File: src/sv/hsvc_pkg.sv
package hsvc_pkg;

	// Channel width and the widths that follow from it.
	localparam int CB    = 16;
	localparam int DW    = CB + 3;
	localparam int QB    = CB + 1;
	localparam int NUM_W = DW + QB;
	localparam int MW    = 2 * CB + 1;
	localparam int SW    = DW + 1;

	// Depth of the queue between the front and the back.
	localparam int QDEPTH = 4;
	localparam int QAW    = $clog2(QDEPTH);

	// Fixed-point constants: full scale, one turn and one half.
	localparam logic [CB-1:0] CH_MAX     = {CB{1'b1}};
	localparam logic [CB:0]   ONE_TURN   = {1'b1, {CB{1'b0}}};
	localparam logic [CB-1:0] ROUND_HALF = {1'b1, {(CB-1){1'b0}}};

	// Conversion direction codes.
	localparam logic DIR_HSB2RGB = 1'b0;
	localparam logic DIR_RGB2HSB = 1'b1;

	// One classified color as it waits in the queue.
	typedef struct packed {
		logic            dir;
		logic            black;
		logic            grey;
		logic [2:0]      sector;
		logic [CB-1:0]   a;
		logic [CB-1:0]   b;
		logic [CB-1:0]   c;
		logic [DW-1:0]   r1;
		logic [DW-1:0]   r2;
		logic [QB-1:0]   l1;
		logic [QB-1:0]   l2;
		logic [DW-1:0]   d1;
		logic [DW-1:0]   d2;
	} item_t;

	// One color inside the back pipeline.
	typedef struct packed {
		item_t         it;
		logic [MW-1:0] m0;
		logic [MW-1:0] m1;
		logic [MW-1:0] m2;
		logic [QB-1:0] q1;
		logic [QB-1:0] q2;
	} stage_t;

	// Queue status seen by the front and the back.
	typedef struct packed {
		logic empty;
		logic full;
	} qstat_t;

	// Rounded division by full scale, done as a shift estimate with one correction.
	function automatic logic [CB-1:0] div_max_rnd(input logic [MW-1:0] x);
		logic [MW:0] y;
		logic [MW:0] q0;
		logic [MW:0] r;
		y  = {1'b0, x} + (MW+1)'(ROUND_HALF - 1'b1);
		q0 = (y + (y >> CB)) >> CB;
		r  = y - (q0 << CB) + q0;
		if (r >= (MW+1)'(CH_MAX)) begin
			q0 = q0 + 1'b1;
		end
		return q0[CB-1:0];
	endfunction

endpackage

File: src/sv/hsvc_queue.sv
module hsvc_queue (
	input  logic             clk,
	input  logic             arst_n,
	input  logic             push,
	input  hsvc_pkg::item_t  push_item,
	input  logic             pop,
	output hsvc_pkg::item_t  head,
	output hsvc_pkg::qstat_t qstat
);

	hsvc_pkg::item_t                 mem_q [hsvc_pkg::QDEPTH];
	logic [hsvc_pkg::QAW-1:0]        wp_q;
	logic [hsvc_pkg::QAW-1:0]        rp_q;
	logic [hsvc_pkg::QAW:0]          cnt_q;

	assign head        = mem_q[rp_q];
	assign qstat.empty = (cnt_q == '0);
	assign qstat.full  = (cnt_q == (hsvc_pkg::QAW+1)'(hsvc_pkg::QDEPTH));

	// Pointers and fill count.
	always_ff @(posedge clk or negedge arst_n) begin
		if (!arst_n) begin
			wp_q  <= '0;
			rp_q  <= '0;
			cnt_q <= '0;
		end else begin
			if (push) begin
				wp_q <= wp_q + 1'b1;
			end
			if (pop) begin
				rp_q <= rp_q + 1'b1;
			end
			if (push && !pop) begin
				cnt_q <= cnt_q + 1'b1;
			end else if (pop && !push) begin
				cnt_q <= cnt_q - 1'b1;
			end
		end
	end

	// Entry storage.
	always_ff @(posedge clk) begin
		if (push) begin
			mem_q[wp_q] <= push_item;
		end
	end

`ifndef SYNTHESIS
	a_no_overflow: assert property (@(posedge clk) disable iff (!arst_n)
		push |-> !qstat.full) else $error("push into a full queue");
	a_no_underflow: assert property (@(posedge clk) disable iff (!arst_n)
		pop |-> !qstat.empty) else $error("pop from an empty queue");
	a_count_bound: assert property (@(posedge clk) disable iff (!arst_n)
		cnt_q <= (hsvc_pkg::QAW+1)'(hsvc_pkg::QDEPTH)) else $error("queue count out of range");
	a_count_up: assert property (@(posedge clk) disable iff (!arst_n)
		(push && !pop) |=> cnt_q == $past(cnt_q) + 1'b1) else $error("queue count lost a push");
`endif

endmodule

File: config.mk
export PLATFORM = sky130hd
export DESIGN_NAME = hsvc_queue
export DESIGN_NICKNAME = d
export VERILOG_FILES = /design/src/sv/hsvc_pkg.sv /design/src/sv/hsvc_queue.sv
export SDC_FILE = /design/constraint.sdc
export NUM_CORES = 1
export LEC_CHECK = 0
export BUFFER_PORTS_ARGS = -buffer_cell sky130_fd_sc_hd__buf_4
export CAP_MARGIN = 20
export CORE_MARGIN = 10
export CORE_UTILIZATION = 40
export DETAILED_ROUTE_END_ITERATION = 10
export HOLD_SLACK_MARGIN = 0.1
export PLACE_DENSITY = 0.66
export SLEW_MARGIN = 10
export SYNTH_ARGS = -nofsm -noshare
export SYNTH_HDL_FRONTEND = slang
export SYNTH_SLANG_ARGS = --single-unit
File: constraint.sdc
create_clock -name clk -period 6.9 [get_ports clk]
set_input_delay 0.345 -clock clk [delete_from_list [all_inputs] [get_ports clk]]
set_output_delay 0.345 -clock clk [all_outputs]
set_load 0.02 [all_outputs]
Word-level counts from Yosys, hierarchy flattened:

Memory sizes are Yosys's and may differ from the RTL's.
Index checks and enable logic that the tools add are counted.

* memories: 1
* input port bits: 168
* flip-flop bits (word level): 7
* RAM bits: 656
* output and inout bits: 166

* eq/ne operators: 1
* add/subtract/negate cells: 4
* mux-type cells: 4
* reductions and logical operators: 6

Memories
* mem_q: depth 4, bits a word 164, rd ports 1, clocked after memory_dff 0, wr ports 1, line hsvc_queue.sv:11 `hsvc_pkg::item_t mem_q [hsvc_pkg::QDEPTH];`

Operator list (number)
* $mux 3: 2
* $add 2x1->2 const B: 2
* $add 3x1->3 const B: 1
* $eq 3x3->1 const B: 1
* $logic_not 3->1: 1
* $sub 3x1->3 const B: 1
* $logic_and 1x1->1: 2
* $logic_not 1->1: 2
* $mux 1: 2
* $reduce_bool 2->1: 1

Depth between registers and ports, before layout:

Gate-level depths: netlist (run 1).

* word-level depth: 4
* gate-level depth with buffers: 7
* gate-level depth less buffers: 7

Least setup slack after synthesis (run 1):

Ideal clock, no wire load.

* path kind: reg-to-reg
* start: register wp_q[0] in the netlist's numbering
* end: memory mem_q[2][0] in the netlist's numbering, enable pin
* required time: 6.356 ns
* buffers on the path: 0
* stages on the path, launching flop included: 4
* setup slack: 1.998 ns
* clock period less this slack: 4.902 ns
* data arrival time: 4.359 ns
* cell sequence: dfrtp_1 -> inv_1 -> ha_1 -> and2_1

RTL lines
* start, declared: line hsvc_queue.sv:12 `logic [hsvc_pkg::QAW-1:0] wp_q;`
* start signal, assigned: line hsvc_queue.sv:28 `wp_q <= wp_q + 1'b1;`
* end, declared: line hsvc_queue.sv:11

No word-level cell before the write port.

==> reports/qor.json, run 1 <==
{
  "route": {
    "drt-pass1-iter-count": 4,
    "dr.first_iter.drc_count": 814,
    "wire_length_after_detailed_routing_microns": 50700,
    "drc_errors": 0,
    "vias": 11300,
    "detail_route.wl_per_cell_microns": 22.4,
    "count_of_antenna_violating_nets_left_after_detailed_routing": 0,
    "vias_per_std_cell": 4.97
  },
  "sta": {
    "timing.final.setup_violations": 0,
    "fin_tns_setup_ns": 0,
    "clock-skew-final_ns": 0.0201,
    "worst_pin_slew_ns": 0.988,
    "finalWorstPathRequiredPeriod_ns": 3.62,
    "rsz0062_at_grt": "false",
    "maximum_frequency_from_static_timing_analysis_ghz": 0.276,
    "hold_viol": 0,
    "slew_violations": 0,
    "timing.final.crit_share": 0.525,
    "timing.slew.headroom": 0.341
  },
  "critical_path": {
    "critical_path.endpoint_type": "primary output",
    "crit_type": "reg2out",
    "crit_path_start_kind": "flip-flop",
    "cp.required_ns": 6.55,
    "cp.arrival_ns": 3.28,
    "critical_path.max_stage_delay_ns": 0.96,
    "timing.critical_path.fanout_max": 43,
    "worst_path_slowest_cell": "dfrtp_4",
    "path_cells": "buf_4 -> mux4_2 -> buf_4",
    "crit_path_frequent_cell": "buf_4"
  },
  "cts": {
    "tritoncts": "yes",
    "clock_slew_seen_by_the_registers_of_the_worst_setup_and_hold_paths_ns": 0.06,
    "cts-root-to-sink-buffers": 3,
    "hold_buffers": 168,
    "clock_sinks": 663,
    "clock_tree.root_cell": "clkbuf_16",
    "clock_latency_ns": 0.61,
    "cts_max_level": 3,
    "cts_post_setup_buffers_inserted": 0,
    "tritoncts.num_buffers": 70,
    "cts_resized": 0
  },
  "grt": {
    "antenna_found_initial": 2,
    "grt_overflow_total": 0,
    "global_route_usage_over_all_layers": 0.144,
    "grt_pass1_vias": 12500,
    "pin_count_of_the_biggest_net_entering_global_routing": 140,
    "grt_first_pass_wirelength_microns": 77600
  },
  "yosys": {
    "synthXorXnorAreaFrac": 0.00218,
    "ys_types": 19,
    "synth_compound_gate_area_share": 0.000208,
    "postSynthCellCount": 891,
    "mappedNetlistNets": 1065,
    "synthesis.area_sq_um": 24100,
    "sequential_element_share_of_the_synthesized_area": 0.826,
    "yosys.area_share.simple": 0.00203,
    "synth.yosys.warnings": 0,
    "avgSynthCellArea_sq_um": 27.0,
    "post_synth_fa_ha_maj_area_fraction": 0.00343,
    "synth_mux_area_frac": 0.154,
    "synth_top_family_by_area": "multiplexers",
    "ff_latch_count_synth": 663
  },
  "floorplan": {
    "ios": 334,
    "die_area_sq_um": 70400,
    "chipHeight_microns": 265,
    "rows": 89,
    "floorplan.core_area_sq_um": 59400,
    "start_util": 0.406,
    "die_width_microns": 265
  },
  "placed_design": {
    "port_buffers": 333,
    "dp_hpwl_microns": 29600,
    "gp_congestion": 0.693
  },
  "power": {
    "cellPowerDensity_nw_per_um2": 431,
    "post-layout-total-power_mw": 13.5,
    "static-leakage-power_nw": 10.7,
    "irDropWorstVdd_mv": 0.333
  },
  "run_status": {
    "status": "completed"
  },
  "finish": {
    "final_layout_size_suffix_gt1_frac": 0.407,
    "layout.filler_cells": 4505,
    "synthToLayoutAreaGrowth_pct": 29.8,
    "fin_nets": 1612
  },
  "flow_run": {
    "maxCapViolCount": 0
  },
  "worst_hold_path": {
    "hold_class": "in2reg"
  }
}
## layer usage
layer / global-route usage / part of all wire
met1: 0.182 / 0.41
met2: 0.236 / 0.50
met3: 0.0457 / 0.074
met4: 0.0436 / 0.018
met5: 0 / 0.00038
## through the flow
step / hold WS [ns] / setup WS (ns) / area (sq um) / cells / utilization
after floorplan: 0.0494 / 2.00 / 24100 / 891 / -
after global placement: 0.167 / 3.77 / 27400 / 1971 / 0.461
after detailed placement: 0.170 / 3.78 / 27400 / 1971 / 0.461
after CTS: 0.424 / 3.10 / 31200 / 2264 / 0.526
after global routing: 0.461 / 2.95 / 31200 / 2264 / 0.526
final: 0.475 / 3.28 / 31200 / 2266 / 0.526
## final timing paths
kind,start,to,slack (ns),depth (start not counted)
max in group asynchronous,arst_n,rp_q[0],5.88,3
hold reg to reg,cnt_q[2],cnt_q[2],0.51,1
setup / recovery,rp_q[0],head[89],3.28,3
hold / removal,push_item[108],mem_q[1][108],0.48,2
setup reg to reg,wp_q[0],mem_q[0][86],4.12,4
min in group asynchronous,arst_n,wp_q[0],0.72,3
## synthesized netlist by cell type
library cell  instances  area, sq um
buf_2                17         85.1
o21ai_0               1         5.00
mux2_2                1         11.3
ha_1                  5         62.6
clkbuf_1              3         11.3
nand2_1               2         7.51
edfxtp_1            656        19700
and2_1                4         25.0
xor2_1                4         35.0
nor3b_1               1         7.51
nor3_1                1         5.00
buf_6                16          180
mux4_2              164         3690
nor2_1                1         3.75
inv_1                 4         15.0
dfrtp_1               7          175
xnor2_1               2         17.5
buf_8                 1         15.0
fa_1                  1         20.0
## power breakdown
part / switching (mW) / internal (mW) / leakage [nW] / total (mW)
clock network: 1.50 / 2.06 / 1.06 / 3.55
logic: 2.43 / 1.96 / 3.53 / 4.39
registers: 0.258 / 5.27 / 6.11 / 5.53
total: 4.19 / 9.29 / 10.7 / 13.5
## cells in the final DEF (no fill, tap or decap), drive strengths merged
cell / instances
clkinvlp: 1
clkinv: 28
edfxtp: 656
buf: 344
o21ai: 1
ha: 5
nor2: 1
nor3b: 1
nand2: 2
diode: 2
xnor2: 2
and2: 4
dfrtp: 7
fa: 1
clkbuf: 88
dlygate4sd3: 168
mux4: 164
xor2: 4
nor3: 1
mux2: 1
bufinv: 4
inv: 8
## kinds of logic (layout without fill, tap and decap cells)
kind of cell / Yosys count / count (layout)
adder cells (fa/ha/maj): 6 / 6
AND/OR/NAND/NOR: 9 / 9
multiplexers: 165 / 165
XOR/XNOR: 6 / 6
other: 0 / 2
buffers and inverters: 41 / 641
flip-flops: 663 / 663
AO/OA/AOI/OAI: 1 / 1
## cell type report
class | count | area (sq um) | area share
clock buffers | 88 | 1840 | 0.0589
repair buffers | 512 | 4290 | 0.137
diodes | 2 | 5.00 | 0.000160
well taps | 773 | 967 | 0.0310
flip-flops and latches | 663 | 19900 | 0.636
multi-input cells | 187 | 3900 | 0.125
clock inverters | 37 | 343 | 0.0110
inverters | 4 | 15.0 | 0.000481
## registers in the layout, indices dropped and copies added (netlist names)
| name | cells |
|---|---|
| mem_q | 656 |
| cnt_q | 3 |
| wp_q | 2 |
| rp_q | 2 |
## critical path: cells and delay by family (launching register included)
| kind | cells | cell delay [ns] |
|---|---|---|
| buffers and inverters | 2 | 0.98 |
| flip-flops | 1 | 0.96 |
| multiplexers | 1 | 0.63 |
(Power assumes the default switching activity.)
==> run 2: changes to the inputs <==
--- a/config.mk
+++ b/config.mk
@@ -5,6 +5,7 @@
 export SDC_FILE = /design/constraint.sdc
 export NUM_CORES = 1
 export LEC_CHECK = 0
+export ABC_AREA = 1
 export BUFFER_PORTS_ARGS = -buffer_cell sky130_fd_sc_hd__buf_4
 export CAP_MARGIN = 20
 export CORE_MARGIN = 10
==> constraint.sdc (replaced) <==
create_clock -name clk -period 3.4 [get_ports clk]
set_input_delay 0.17 -clock clk [delete_from_list [all_inputs] [get_ports clk]]
set_output_delay 0.17 -clock clk [all_outputs]
set_load 0.02 [all_outputs]
==> run 2 against run 1 <==
Wire length rose by 19%. Hold slack got worse by 0.16 ns. Sequential share of layout area fell by 4.9 points. Cell count up 50%. Critical path depth grew 2. Power grew 130%. Setup slack worse by 2.5 ns. Clock skew fell by 0.0063 ns. Synthesized cell count is 120% higher. Largest power group is now combinational logic. Highest routed layer unchanged.
==> reports/qor.json, run 2 <==
{
  "run_status": {
    "status": "completed"
  },
  "critical_path": {
    "path_cells": "buf_12 -> nand2_1 -> o211ai_1 -> nand2_1 -> buf_4",
    "timing.critical_path.fanout_max": 148,
    "worstRegToRegCells": 5,
    "critical_path.max_stage_delay_ns": 0.76,
    "critical_path.endpoint_type": "primary output",
    "crit_path_start_kind": "flip-flop",
    "cp.required_ns": 3.23,
    "crit_path_frequent_cell": "nand2_1",
    "worst_path_slowest_cell": "dfrtp_4",
    "cp.arrival_ns": 2.50,
    "crit_type": "reg2out"
  },
  "worst_hold_path": {
    "hold_class": "in2reg",
    "worst_hold_path.num_cells": 2
  },
  "sta": {
    "finalWorstPathRequiredPeriod_ns": 2.67,
    "timing.slew.headroom": 0.370,
    "timing.final.crit_share": 0.784,
    "worst_pin_slew_ns": 0.945,
    "hold_ws_ns": 0.318,
    "clock-skew-final_ns": 0.0138,
    "rsz0062_at_grt": "false",
    "slew_violations": 0,
    "maximum_frequency_from_static_timing_analysis_ghz": 0.375,
    "hold_viol": 0,
    "timing.final.setup_violations": 0
  },
  "finish": {
    "final_layout_size_suffix_gt1_frac": 0.197,
    "synthToLayoutAreaGrowth_pct": 26.9,
    "number_of_flip_flops_under_the_largest_register_name": 656,
    "highest_count_cells_in_the_layout_ignoring_fill_and_taps": "edfxtp_1 (656), nand2_1 (501), buf_4 (356)",
    "reg.largest.list": "mem_q (656), cnt_q (3)",
    "fin_nets": 2639,
    "final_common_cell": "edfxtp_1",
    "largest_register": "mem_q"
  },
  "yosys": {
    "synth_largest_type_area_fraction": 0.739,
    "synth_edf_count": 656,
    "avgSynthCellArea_sq_um": 13.6,
    "synthesis.area_sq_um": 26700,
    "yosys-top-cells-count": "edfxtp_1 (656), nand2_1 (505), inv_1 (340)",
    "synthTopCellsByArea": "edfxtp_1 (74%), o211ai_1 (9.2%), nand2_1 (7.1%), inv_1 (4.8%), buf_6 (2.7%)",
    "sequential_element_share_of_the_synthesized_area": 0.746,
    "synthArstFlopShare": 0.0106,
    "ff_latch_count_synth": 663,
    "yosysMostFrequentCell": "edfxtp_1",
    "ys_types": 17,
    "synth_top_cell_by_area": "edfxtp_1",
    "synth.yosys.warnings": 0,
    "mappedNetlistNets": 2135,
    "dominantRegCellSynth": "edfxtp_1",
    "postSynthCellCount": 1961
  },
  "floorplan": {
    "die_width_microns": 278,
    "rows": 94,
    "die_area_sq_um": 77400,
    "start_util": 0.405,
    "ios": 334,
    "floorplan.core_area_sq_um": 65900,
    "chipHeight_microns": 278
  },
  "cts": {
    "cts-root-to-sink-buffers": 3,
    "tritoncts": "yes",
    "tritoncts.num_buffers": 71,
    "cts_max_level": 3,
    "clock_slew_seen_by_the_registers_of_the_worst_setup_and_hold_paths_ns": 0.06,
    "clock_tree.root_cell": "clkbuf_16",
    "clock_sinks": 663,
    "cts_post_setup_buffers_inserted": 0,
    "clock_latency_ns": 0.59
  },
  "route": {
    "vias_per_std_cell": 4.80,
    "wire_length_after_detailed_routing_microns": 60100,
    "count_of_antenna_violating_nets_left_after_detailed_routing": 0,
    "drc_errors": 0,
    "dr.first_iter.drc_count": 1145,
    "drt-pass1-iter-count": 5,
    "detail_route.wl_per_cell_microns": 17.7,
    "vias": 16300
  },
  "grt": {
    "grt_pass1_vias": 16700,
    "global_route_usage_over_all_layers": 0.151,
    "pin_count_of_the_biggest_net_entering_global_routing": 165,
    "grt_first_pass_wirelength_microns": 93100,
    "grt_overflow_total": 0,
    "antenna_found_initial": 8
  },
  "flow_run": {
    "maxCapViolCount": 0
  },
  "placed_design": {
    "dp_hpwl_microns": 36300,
    "gp_congestion": 0.762,
    "port_buffers": 333
  },
  "power": {
    "static-leakage-power_nw": 13.4,
    "post-layout-total-power_mw": 30.4,
    "cellPowerDensity_nw_per_um2": 899,
    "irDropWorstVdd_mv": 0.596
  }
}
==> run 2: layer usage <==
metal  GRT usage  vias to the layer above  part of all wire
met1       0.187                     7849              0.42
met5           0                        -           0.00047
li1            -                     7862                 -
met2       0.258                      463              0.49
met3      0.0385                       91             0.069
met4      0.0432                        6             0.019
==> run 2: kinds of logic after synthesis <==
family,after synthesis,share of synthesized area
xor gates and xnor gates,4,0.00131
buffers and inverters,450,0.0856
and+or+nand+nor,509,0.0719
AOI/OAI and AO/OA,329,0.0926
DFF,663,0.746
adders and majority gates,6,0.00310
==> run 2: final timing paths <==
path / start / endpoint / slack [ns]
max in group asynchronous: arst_n / rp_q[1] / 2.60
worst max register to register: wp_q[0] / mem_q[0][161] / 1.23
worst min register to register: cnt_q[2] / cnt_q[2] / 0.50
worst max-delay path: rp_q[0] / head[52] / 0.73
min in group asynchronous: arst_n / cnt_q[0] / 0.53
worst min-delay path: push_item[128] / mem_q[1][128] / 0.32
==> run 2: worst max-delay path, delay by kind of cell, from the launching register on <==
kind | cells | cell delay [ns]
compound gates | 1 | 0.11
buf+inv | 2 | 0.67
flops | 1 | 0.76
simple gates | 2 | 0.26
==> run 2: timing repair <==
action                    in CTS  in global routing
resized for setup              0                  0
hold buffers                 168                  0
hold endpoints to repair     669                  0
==> run 2: area by class of cell <==
class | count | area (sq um)
Tap cell | 864 | 1080
Timing Repair Buffer | 541 | 4690
Clock inverter | 45 | 475
Fill cell | 5371 | 32000
Sequential cell | 663 | 19900
Multi-Input combinational cell | 848 | 4520
Inverter | 340 | 1300
Clock buffer | 83 | 1860
Antenna cell | 6 | 15.0
==> run 2: power by group <==
part	switching [mW]	internal [mW]	leakage, nW
combinational	7.56	4.08	6.15
clock	3.05	4.62	1.14
sequential	0.431	10.7	6.11
==> run 2: through the flow <==
step	setup WS, ns	cell area, sq um	setup TNS [ns]	utilization	cells
6_report	0.735	33800	0	0.514	3390
5_1_grt	0.536	33800	0	0.514	3389
4_1_cts	0.670	33800	0	0.513	3384
3_5_place_dp	1.15	29800	0	0.452	3088
3_3_place_gp	1.16	29800	0	0.452	3088
2_1_floorplan	-0.107	26700	-63.54	-	1961
