<file path="src/sv/hsvc_pkg.sv">
package hsvc_pkg;

	// Channel width and the widths that follow from it.
	localparam int CB    = 16;
	localparam int DW    = CB + 3;
	localparam int QB    = CB + 1;
	localparam int NUM_W = DW + QB;
	localparam int MW    = 2 * CB + 1;
	localparam int SW    = DW + 1;

	// Depth of the queue between the front and the back.
	localparam int QDEPTH = 4;
	localparam int QAW    = $clog2(QDEPTH);

	// Fixed-point constants: full scale, one turn and one half.
	localparam logic [CB-1:0] CH_MAX     = {CB{1'b1}};
	localparam logic [CB:0]   ONE_TURN   = {1'b1, {CB{1'b0}}};
	localparam logic [CB-1:0] ROUND_HALF = {1'b1, {(CB-1){1'b0}}};

	// Conversion direction codes.
	localparam logic DIR_HSB2RGB = 1'b0;
	localparam logic DIR_RGB2HSB = 1'b1;

	// One classified color as it waits in the queue.
	typedef struct packed {
		logic            dir;
		logic            black;
		logic            grey;
		logic [2:0]      sector;
		logic [CB-1:0]   a;
		logic [CB-1:0]   b;
		logic [CB-1:0]   c;
		logic [DW-1:0]   r1;
		logic [DW-1:0]   r2;
		logic [QB-1:0]   l1;
		logic [QB-1:0]   l2;
		logic [DW-1:0]   d1;
		logic [DW-1:0]   d2;
	} item_t;

	// One color inside the back pipeline.
	typedef struct packed {
		item_t         it;
		logic [MW-1:0] m0;
		logic [MW-1:0] m1;
		logic [MW-1:0] m2;
		logic [QB-1:0] q1;
		logic [QB-1:0] q2;
	} stage_t;

	// Queue status seen by the front and the back.
	typedef struct packed {
		logic empty;
		logic full;
	} qstat_t;

	// Rounded division by full scale, done as a shift estimate with one correction.
	function automatic logic [CB-1:0] div_max_rnd(input logic [MW-1:0] x);
		logic [MW:0] y;
		logic [MW:0] q0;
		logic [MW:0] r;
		y  = {1'b0, x} + (MW+1)'(ROUND_HALF - 1'b1);
		q0 = (y + (y >> CB)) >> CB;
		r  = y - (q0 << CB) + q0;
		if (r >= (MW+1)'(CH_MAX)) begin
			q0 = q0 + 1'b1;
		end
		return q0[CB-1:0];
	endfunction

endpackage

</file>
<file path="src/sv/hsvc_ifs.sv">


interface hsvc_in_if;
	logic                    valid;
	logic                    ready;
	logic [hsvc_pkg::CB-1:0] in_first;
	logic [hsvc_pkg::CB-1:0] in_second;
	logic [hsvc_pkg::CB-1:0] in_third;
	modport source (output valid, output in_first, output in_second, output in_third,
		input ready);
	modport sink (input valid, input in_first, input in_second, input in_third,
		output ready);
endinterface


</file>
<file path="src/sv/hsvc_front.sv">
module hsvc_front (
	input  logic              clk,
	input  logic              arst_n,
	input  logic              direction,
	hsvc_in_if.sink           pixel,
	input  hsvc_pkg::qstat_t  qstat,
	output logic              push,
	output hsvc_pkg::item_t   push_item
);

	logic              f_vld_q;
	hsvc_pkg::item_t   f_item_q;
	hsvc_pkg::item_t   cls;
	logic [hsvc_pkg::DW-1:0]    h6;
	logic [hsvc_pkg::CB-1:0]    mx;
	logic [hsvc_pkg::CB-1:0]    mn;
	logic [hsvc_pkg::CB-1:0]    delta;
	logic [hsvc_pkg::DW-1:0]    d6;
	logic [hsvc_pkg::SW-1:0]    n;
	logic [hsvc_pkg::NUM_W-1:0] num1;
	logic [hsvc_pkg::NUM_W-1:0] num2;

	// The front register takes a transaction whenever it can hand its own on.
	assign pixel.ready = !f_vld_q || !qstat.full;
	assign push        = f_vld_q && !qstat.full;
	assign push_item   = f_item_q;

	// Classify the color: sector and fraction, or extremes, hue numerator and dividends.
	always_comb begin
		cls   = '0;
		h6    = hsvc_pkg::DW'({pixel.in_first, 2'b00}) + hsvc_pkg::DW'({pixel.in_first, 1'b0});
		mx    = pixel.in_first;
		mn    = pixel.in_first;
		if (pixel.in_second > mx) begin
			mx = pixel.in_second;
		end
		if (pixel.in_third > mx) begin
			mx = pixel.in_third;
		end
		if (pixel.in_second < mn) begin
			mn = pixel.in_second;
		end
		if (pixel.in_third < mn) begin
			mn = pixel.in_third;
		end
		delta = mx - mn;
		d6    = hsvc_pkg::DW'({delta, 2'b00}) + hsvc_pkg::DW'({delta, 1'b0});
		if (pixel.in_first == mx) begin
			n = hsvc_pkg::SW'(pixel.in_second) - hsvc_pkg::SW'(pixel.in_third);
		end else if (pixel.in_second == mx) begin
			n = hsvc_pkg::SW'({delta, 1'b0}) + hsvc_pkg::SW'(pixel.in_third)
				- hsvc_pkg::SW'(pixel.in_first);
		end else begin
			n = hsvc_pkg::SW'({delta, 2'b00}) + hsvc_pkg::SW'(pixel.in_first)
				- hsvc_pkg::SW'(pixel.in_second);
		end
		if (n[hsvc_pkg::SW-1]) begin
			n = n + hsvc_pkg::SW'(d6);
		end
		num1 = (hsvc_pkg::NUM_W'(delta) << hsvc_pkg::CB) - hsvc_pkg::NUM_W'(delta)
			+ hsvc_pkg::NUM_W'(mx >> 1);
		num2 = (hsvc_pkg::NUM_W'(n[hsvc_pkg::DW-1:0]) << hsvc_pkg::CB)
			+ hsvc_pkg::NUM_W'({delta, 1'b0}) + hsvc_pkg::NUM_W'(delta);

		cls.dir = direction;
		if (direction == hsvc_pkg::DIR_HSB2RGB) begin
			cls.black  = (pixel.in_third == '0);
			cls.grey   = (pixel.in_second == '0);
			cls.sector = h6[hsvc_pkg::DW-1:hsvc_pkg::CB];
			cls.a      = h6[hsvc_pkg::CB-1:0];
			cls.b      = pixel.in_second;
			cls.c      = pixel.in_third;
		end else begin
			cls.grey = (delta == '0);
			cls.c    = mx;
			cls.r1   = num1[hsvc_pkg::NUM_W-1:hsvc_pkg::QB];
			cls.l1   = num1[hsvc_pkg::QB-1:0];
			cls.d1   = hsvc_pkg::DW'(mx);
			cls.r2   = num2[hsvc_pkg::NUM_W-1:hsvc_pkg::QB];
			cls.l2   = num2[hsvc_pkg::QB-1:0];
			cls.d2   = d6;
		end
	end

	// Front valid flag.
	always_ff @(posedge clk or negedge arst_n) begin
		if (!arst_n) begin
			f_vld_q <= 1'b0;
		end else if (pixel.valid && pixel.ready) begin
			f_vld_q <= 1'b1;
		end else if (!qstat.full) begin
			f_vld_q <= 1'b0;
		end
	end

	// Front payload.
	always_ff @(posedge clk) begin
		if (pixel.valid && pixel.ready) begin
			f_item_q <= cls;
		end
	end

endmodule

</file>
<file path="src/flat_wrapper.sv">
// flat-port wrapper written by rule: the top's interface ports become plain ports
module hsvc_front_flat 
  (clk, arst_n, direction, qstat, push, push_item, pixel_valid, pixel_in_first, pixel_in_second, pixel_in_third, pixel_ready);
  hsvc_in_if pixel_i ();
  input  logic clk;
  input  logic arst_n;
  input  logic direction;
  input  hsvc_pkg::qstat_t qstat;
  output logic push;
  output hsvc_pkg::item_t push_item;
  input wire logic [$bits(pixel_i.valid)-1:0] pixel_valid;
  input wire logic [$bits(pixel_i.in_first)-1:0] pixel_in_first;
  input wire logic [$bits(pixel_i.in_second)-1:0] pixel_in_second;
  input wire logic [$bits(pixel_i.in_third)-1:0] pixel_in_third;
  output wire logic [$bits(pixel_i.ready)-1:0] pixel_ready;
  assign pixel_i.valid = pixel_valid;
  assign pixel_i.in_first = pixel_in_first;
  assign pixel_i.in_second = pixel_in_second;
  assign pixel_i.in_third = pixel_in_third;
  assign pixel_ready = pixel_i.ready;
  hsvc_front u_core (.clk(clk), .arst_n(arst_n), .direction(direction), .pixel(pixel_i), .qstat(qstat), .push(push), .push_item(push_item));
endmodule
</file>
<file path="config.mk">
export PLATFORM = sky130hd
export DESIGN_NAME = hsvc_front_flat
export DESIGN_NICKNAME = d
export VERILOG_FILES = /design/src/sv/hsvc_pkg.sv /design/src/sv/hsvc_ifs.sv /design/src/sv/hsvc_front.sv /design/src/flat_wrapper.sv
export SDC_FILE = /design/constraint.sdc
export NUM_CORES = 1
export LEC_CHECK = 0
export BUFFER_PORTS_ARGS = -buffer_cell sky130_fd_sc_hd__buf_2
export CAP_MARGIN = 20
export CORE_MARGIN = 10
export CORE_UTILIZATION = 40
export CTS_CLUSTER_SIZE = 40
export DETAILED_ROUTE_END_ITERATION = 12
export PLACE_DENSITY = 0.7
export SYNTH_ARGS = -nofsm -noshare
export SYNTH_HDL_FRONTEND = slang
export SYNTH_SLANG_ARGS = --single-unit
</file>
<file path="constraint.sdc">
create_clock -name clk -period 6.35 [get_ports clk]
set_input_delay 1.27 -clock clk [delete_from_list [all_inputs] [get_ports clk]]
set_output_delay 1.27 -clock clk [all_outputs]
set_load 0.1 [all_outputs]
</file>
; Yosys cells after proc, flatten, opt, wreduce, memory -nomap -nowiden
; Cells that the tools add are included.
; W data, S select, Z words.
[classes]
n_addsub = 13
order_cmp = 4
eq_ne = 3
mux = 11
reduce_logical = 8
[op_table]
columns = cell, n
row1 = $mux W16, 5
row2 = $logic_not A16 Y1, 3
row3 = $mux W20, 2
row4 = $sub A20 B16 Y20, 2
row5 = $add A18 B17 Y19, 2
row6 = $add A35 B17 Y36, 1
row7 = $add A36 B15 Y36, 1
row8 = $add A36 B16 Y36, 1
row9 = $sub A32 B16 Y33, 1
row10 = $eq A16 B16 Y1, 2
row11 = $gt A16 B16 Y1, 2
row12 = $lt A16 B16 Y1, 2
row13 = $add A18 B16 Y19, 1
row14 = $add A19 B19 Y19, 1
row15 = $mux W19, 1
row16 = $add A17 B16 Y18, 1
row17 = $sub A16 B16 Y17, 1
row18 = $sub A16 B16 Y16, 1
row19 = $mux W1, 3
row20 = $logic_and A1 B1 Y1, 2
row21 = $logic_not A1 Y1, 2
row22 = $ne A2 B1 Y1 const B, 1
row23 = $logic_or A1 B1 Y1, 1
[word_totals]
reg_bits = 165
in_bits = 54
output_inout_bits = 166
word_cells = 54

; Longest topological paths before layout
; Gate-level depths: netlist (run 1).
[logic_depth]
word_depth = 13
mapped_depth = 58
mapped_depth_nobuf = 54

; Worst setup path after synthesis (run 1)
; OpenSTA, ideal clock, no wires.
[synth_timing]
path_type = input to register
startpoint = input port pixel_in_first[2]
endpoint = register u_core.f_item_q (netlist bit u_core.push_item[89]), data pin
setup_ns = 0.147
arrival_time_ns = 12.221
required_ns = 6.203
path_slack_ns = -6.018
stages = 55
n_path_buf = 4
cell_sequence = clkbuf_1 -> inv_1 -> ha_1 -> o211ai_1 -> a211o_4 -> a31oi_4 -> clkbuf_1 -> clkbuf_1 -> nor2_1 -> a21oi_1 -> ha_1 -> a21o_1 -> a21o_1 -> a21oi_1 -> nand2_1 -> a311oi_2 -> a31oi_4 -> buf_2 -> [19 not listed] -> or3_1 -> o31ai_1 -> xnor2_1 -> nand3_1 -> o21ai_0 -> a21oi_1 -> ha_1 -> a21oi_1 -> o21ai_0 -> a211oi_1 -> o21bai_1 -> a21oi_1 -> o21ai_0 -> xor2_1 -> nor2_2 -> xnor2_1 -> or4_1 -> a21oi_1
[synth_via]
elab_chain_len = 13
[synth_lines]
columns = element, line_no
row1 = "start, declared", flat_wrapper.sv:12  ; input wire logic [$bits(pixel_i.in_first)-1:0] pixel_in_first;
row2 = $gt A16 B16 Y1 or $lt A16 B16 Y1 (tied branches), "hsvc_front.sv:34, hsvc_front.sv:40"
row3 = "$mux W16, on equally long branches", "hsvc_front.sv:34, hsvc_front.sv:40"
row4 = $gt A16 B16 Y1 or $lt A16 B16 Y1 (tied branches), "hsvc_front.sv:37, hsvc_front.sv:43"
row5 = "$mux W16, on equally long branches", "hsvc_front.sv:37, hsvc_front.sv:43"
row6 = $sub A16 B16 Y16, hsvc_front.sv:46  ; delta = mx - mn;
row7 = $add A18 B16 Y19 or $add A17 B16 Y18 (tied branches), "hsvc_front.sv:54, hsvc_front.sv:51"
row8 = "$sub A20 B16 Y20, on equally long branches", "hsvc_front.sv:55, hsvc_front.sv:52"
row9 = $mux W20, hsvc_front.sv:50  ; end else if (pixel.in_second == mx) begin
row10 = $mux W20, hsvc_front.sv:48  ; if (pixel.in_first == mx) begin
row11 = $add A19 B19 Y19, hsvc_front.sv:58  ; n = n + hsvc_pkg::SW'(d6);
row12 = $mux W19, hsvc_front.sv:57  ; if (n[hsvc_pkg::SW-1]) begin
row13 = $add A35 B17 Y36, hsvc_front.sv:63  ; + hsvc_pkg::NUM_W'({delta, 1'b0}) + hsvc_pkg::NUM_W'(delta);
row14 = $add A36 B16 Y36 *, hsvc_front.sv:63
row15 = "end signal, assigned", hsvc_front.sv:99  ; f_item_q <= cls;
row16 = "end, declared", hsvc_front.sv:12  ; hsvc_pkg::item_t f_item_q;
; Every way passes the cells marked *; elsewhere a longest branch is shown, timed or not.
; A chain may end at the register's enable or synchronous reset.

; Final worst setup path (run 1)
[layout_timing]
startpoint = input port pixel_in_first[10]
endpoint = register u_core.f_item_q (netlist bit u_core.push_item[89]), data pin
; Same word-level chain as after synthesis.

==> reports/results.txt, run 1 <==
Worst setup EP type = flop
Pre-antenna DRT Iters = 5
Nets = 3,376
Max transition margin = 50.1%
outcome = complete, but fails checks
final wirelength = 83.9 mm
Finish-stage setup viols = 69
top_reg_cell synth = edfxtp_1
R2R depth = 3
RR Startpoint = u_core.f_vld_q
clk root buf = clkbuf_16
Seq/Total Area, Yosys = 24.9%
WP buf/inv = 17
Crit. path cell count = 59
CP required = 6.68 ns
global-route wire length before repair = 122 mm
Final Hold Vio Count = 0
RSZ-0062 raised after global routing = true
clock buffer count from CTS = 17
Multi-input gate area = 0.0141 mm2
Placer Congestion = 1.11
sequential cell area = 0.00432 mm2
CP most frequent cell = buf_4
Min Clock Period, post-route = 11.12 ns
GRT Util Overall = 30.5%
Register-to-Register Setup Slack = 4.25 ns
initial antenna violation count = 3
Worst EP arrival = 11.45 ns
IO Port Bufs = 213
Initial Util = 40.3%
Synth-to-Final Area Change = 62.3%
final clock period utilization by the worst path = 175%
kind of critical path = input pin to flop
Avg Inst Size Synth = 8.36 um2
R2R Path End = u_core.push_item[139]
drt via density = 5.53
Worst Setup SP = pixel_in_first[10]
crit-path max FO = 6
largest net degree at the start of global routing = 64
H-Tree Depth = 4
CTS Hold Bufs = 0
CP Launch Type = input pin
Max Slew Vio Count = 0
CP peak stage delay = 0.54 ns
Worst Hold Class = input pin to async pin
family with the most delay on the worst path = compound AO/OA/AOI/OAI gates
WHS = 0.554 ns
clk buf depth = 2
row cnt = 76
number of fill cells = 3,572
initial detailed-routing violation count = 1,694
Netlist cell types = 95
Worst Tran Pin Value = 0.749 ns
FFs w/ async S/R, synth = 0.694%
Die X = 228 um
I/O pin count = 220
Inst Count DP = 3,537
fraction of layout cells with a size suffix above 1 = 46.8%
Core Area = 0.0430 mm2
number of synthesis warnings = 0
Clock Skew = 0.0106 ns
GRT Residual Overflow = 0
Worst Setup EP = u_core.push_item[89]
Cells after Synth = 2,074
vias after detailed routing = 20,425
Post-Syn Area = 0.0173 mm2
CTS tree = done
vias in the first global route = 20,035
FMAX = 89.9 MHz
fin util = 65.5%
dpl hpwl = 66.5 mm
Die H = 228 um
insertion delay to the later sink of the worst-skew pair = 0.48 ns
TNS Setup = -195.97 ns
setup ws final = -4.77 ns
Antenna Nets Post-Route = 0
maxcap violations = 0
full die area = 0.0521 mm2
DRC = 0
Non-Filler Instances = 3,691
number of synthesized flops with an enable pin = 143
drt wl/cell = 22.7 um
clk slew on worst S/H paths = 0.07 ns
Seq cells post-synth = 144
failing checks = setup timing
clock sink total = 144
slowest CP cell = or4_1
-- worst min-delay path by stage --
| stage | cells after the start | start | to |
|---|---|---|---|
| 2_1_floorplan | 0 | arst_n | u_core.f_vld_q |
| 3_3_place_gp | 2 | u_core.f_vld_q | u_core.f_vld_q |
| 3_5_place_dp | 2 | u_core.f_vld_q | u_core.f_vld_q |
| 4_1_cts | 1 | arst_n | u_core.f_vld_q |
| 5_1_grt | 1 | arst_n | u_core.f_vld_q |
| 6_report | 1 | arst_n | u_core.f_vld_q |
-- registers in the layout (all words and copies together) (netlist names) --
| signal | flops |
|---|---|
| u_core.f_vld_q | 1 |
| u_core.push_item | 143 |
-- routing by layer --
| metal | track usage, % | vias to the layer above | part of all wire [%] |
|---|---|---|---|
| met5 | 0 | - | 0.041 |
| met4 | 11.6 | 4 | 3.8 |
| met3 | 5.21 | 165 | 6.8 |
| met2 | 51.1 | 769 | 47 |
| met1 | 38.7 | 9925 | 43 |
| li1 | - | 9562 | - |
-- cells by family (layout without fill, tap and decap cells) --
group | Yosys count | after routing | synth area share [%]
compound gates | 580 | 580 | 22.0
buf+inv | 235 | 1259 | 5.88
xor+xnor | 173 | 173 | 8.82
mux | 43 | 43 | 2.49
other cells | 1 | 9 | 0.0216
fa+ha+maj | 231 | 231 | 17.1
flops | 144 | 144 | 24.9
simple gates | 667 | 667 | 18.7
-- area by class of cell --
class	instances	area share (%)
Antenna cell	1	0.00889
Clock buffer	17	1.51
Clock inverter	15	0.596
Inverter	154	2.13
Multi-Input combinational cell	1702	50.0
Sequential cell	144	15.4
Tap cell	585	2.60
Timing Repair Buffer	1073	27.8
-- cells in the final DEF (no fill, tap or decap), types with 43 or more instances in the layout --
cell	count
xor2_1	46
inv_1	138
nand3_1	51
buf_2	209
xnor2_1	87
o21ai_0	66
buf_4	810
a21oi_2	52
a21o_1	56
and2_1	43
nor2_1	194
a21oi_1	126
ha_1	180
nand2_1	121
edfxtp_1	143
-- repair_timing --
action | CTS | global route
pin swaps | 113 | 126
setup endpoints to repair | 70 | 70
resized for setup | 190 | 188
setup buffers | 69 | 54
gates cloned | 0 | 1
-- metrics by stage --
step	worst slack (ns)	instance area (um2)
2_1_floorplan	-4.87	18000
3_3_place_gp	-5.41	24800
3_5_place_dp	-5.64	24800
4_1_cts	-4.49	26800
5_1_grt	-5.11	28100
6_report	-4.77	28100
-- Yosys cell counts, drive strengths merged, types with 15 or more instances --
master	n	share of area (%)
a211oi	22	0.95
a21boi	15	0.65
a21o	56	2.4
a21oi	184	5.3
a31oi	18	0.82
and2	50	1.8
and3	18	0.65
buf	42	1.7
clkbuf	39	0.84
edfxtp	143	25
ha	220	16
inv	151	3.3
mux2i	42	2.4
nand2	131	2.9
nand2b	18	0.65
nand3	61	1.8
nand4	34	1.3
nor2	216	4.7
nor2b	23	0.83
nor3	49	1.4
nor4	16	0.58
o21a	26	1.2
o21ai	111	3.2
o21bai	35	1.5
o31ai	19	0.85
xnor2	113	5.7
xor2	59	3.0
Power of run 1 is not shown: default switching activity piles up to over one toggle a cycle in this logic, so the estimate is an artifact.
==> inputs of run 2 (changes only) <==
clock period = 13.6 ns   (was 6.35 ns; I/O delays follow)
==> run 2 against run 1 <==
  * The run now ends clean
  * Routed wire length decreased by 14%
  * Count of clock-buffer cells in the layout unchanged
  * Sequential cell count did not move
  * Final cell count shrank 11%
  * Largest cell class unchanged
  * Design area down 17%
  * Critical path type unchanged
  * Global-route usage shrank 3.7 points
==> reports/results.txt, run 2 (same netlist as run 1, synthesis figures left out) <==
fraction of layout cells with a size suffix above 1 = 30.4%
number of fill cells = 3,981
drt via density = 5.66
CP peak stage delay = 0.55 ns
R2R depth = 3
dpl hpwl = 57.8 mm
row cnt = 76
final clock period utilization by the worst path = 97.8%
Initial Util = 40.3%
CP required = 13.94 ns
crit-path max FO = 6
grt peak-use layer = met2
CP Launch Type = input pin
Antenna Nets Post-Route = 0
WHS = 0.548 ns
GRT Util Overall = 26.8%
drt wl/cell = 22.0 um
family with the most delay on the worst path = compound AO/OA/AOI/OAI gates
H-Tree Depth = 4
I/O pin count = 220
vias in the first global route = 18,246
Nets = 2,974
outcome = completed
vias after detailed routing = 18,614
clock buffer count from CTS = 17
Placer Congestion = 1.02
Die H = 228 um
Area after DPL = 0.0220 mm2
Worst setup EP type = flop
Worst EP arrival = 13.63 ns
IO Port Bufs = 213
Design Area, Final = 0.0234 mm2
insertion delay to the later sink of the worst-skew pair = 0.50 ns
full die area = 0.0521 mm2
commonest non-fill, non-tap cells in the layout = 452 x buf_4, 213 x buf_2, 212 x nor2_1, 205 x ha_1, 165 x a21oi_1
Crit. path cell count = 61
met2 Use GR = 43.9%
Min Clock Period, post-route = 13.30 ns
Die X = 228 um
Worst Hold Class = flop to flop
RR Startpoint = u_core.f_vld_q
maxcap violations = 0
Post-Place Worst Slack = -0.840 ns
Register-to-Register Setup Slack = 11.02 ns
Max transition margin = 34.9%
initial detailed-routing violation count = 1,615
Final Hold Vio Count = 0
Core Area = 0.0430 mm2
Clock Skew = 0.00933 ns
clk buf depth = 2
Finish-stage setup viols = 0
final wirelength = 72.5 mm
TNS Setup = 0 ns
CP most frequent cell = buf_4
global-route wire length before repair = 108 mm
Max Slew Vio Count = 0
largest net degree at the start of global routing = 79
FMAX = 75.2 MHz
GR Layer Usage met1 = 34.3%
clock sink total = 144
Worst Tran Pin Value = 0.976 ns
Worst Setup EP = u_core.push_item[89]
WP buf/inv = 16
sequential cell area = 0.00432 mm2
clk root buf = clkbuf_16
max reg flops = 143
kind of critical path = input pin to flop
most common cell after layout, fill and taps aside = buf_4
CTS tree = done
Min-Delay Startpoint = u_core.f_vld_q
met3 usage = 4.19%
slowest CP cell = or4_4
setup ws final = 0.304 ns
Pre-antenna DRT Iters = 7
Worst Setup SP = pixel_in_second[10]
R2R Path End = u_core.push_item[44]
Multi-input gate area = 0.0126 mm2
Synth-to-Final Area Change = 34.8%
initial antenna violation count = 0
GRT Residual Overflow = 0
clk slew on worst S/H paths = 0.07 ns
DRC = 0
==> run 2: cell types whose count changed in the layout (fill, tap and decap cells not counted), moves of 19 or more <==
cell	delta
buf_6	-38
ha_1	+25
o21ai_0	+22
xnor2_2	-19
buf_4	-358
a21oi_1	+39
xnor2_1	+21
a21oi_2	-36
==> run 2: worst min path at each step <==
stage	cells after the start	to	slack [ns]
6_report	2	u_core.f_vld_q	0.55
5_1_grt	2	u_core.f_vld_q	0.58
3_3_place_gp	2	u_core.f_vld_q	0.51
3_5_place_dp	2	u_core.f_vld_q	0.53
2_1_floorplan	2	u_core.f_vld_q	1.14
4_1_cts	2	u_core.f_vld_q	0.55
==> run 2: repair_timing <==
item	in CTS	in global routing
setup buffers	1	21
gates resized for setup	8	112
setup endpoints to repair	3	19
pin swaps	3	57
hold buffers	0	0
==> run 2: worst reg2reg max path, stage by stage, from the launching register on <==
cell	delay (ns)
dfrtp_1	0.39
nand2_1	0.10
and2_4	0.74
buf_4	0.88
==> run 2: per-layer routing <==
layer / part of all wire (%) / vias up / wire (um)
li1: - / 8736 / -
met1: 43 / 9020 / 31500
met2: 46 / 722 / 33300
met3: 6.7 / 136 / 4850
met4: 3.9 / 0 / 2860
met5: 0 / - / 0
==> run 2: stage by stage <==
stage	cells	utilization, %
after floorplan	2081	-
after global placement	3234	51.2
after detailed placement	3234	51.2
after CTS	3267	52.7
after global routing	3288	54.3
final	3289	54.3
==> run 2: final cells by class <==
class,instances,area share (%)
diodes,1,0.0107
clock buffers,17,1.82
clock inverters,15,0.739
inverters,154,2.47
multi-input cells,1702,53.9
flip-flops and latches,144,18.5
well taps,585,3.13
repair buffers,671,19.5
Power of run 2 is left out for the same reason.
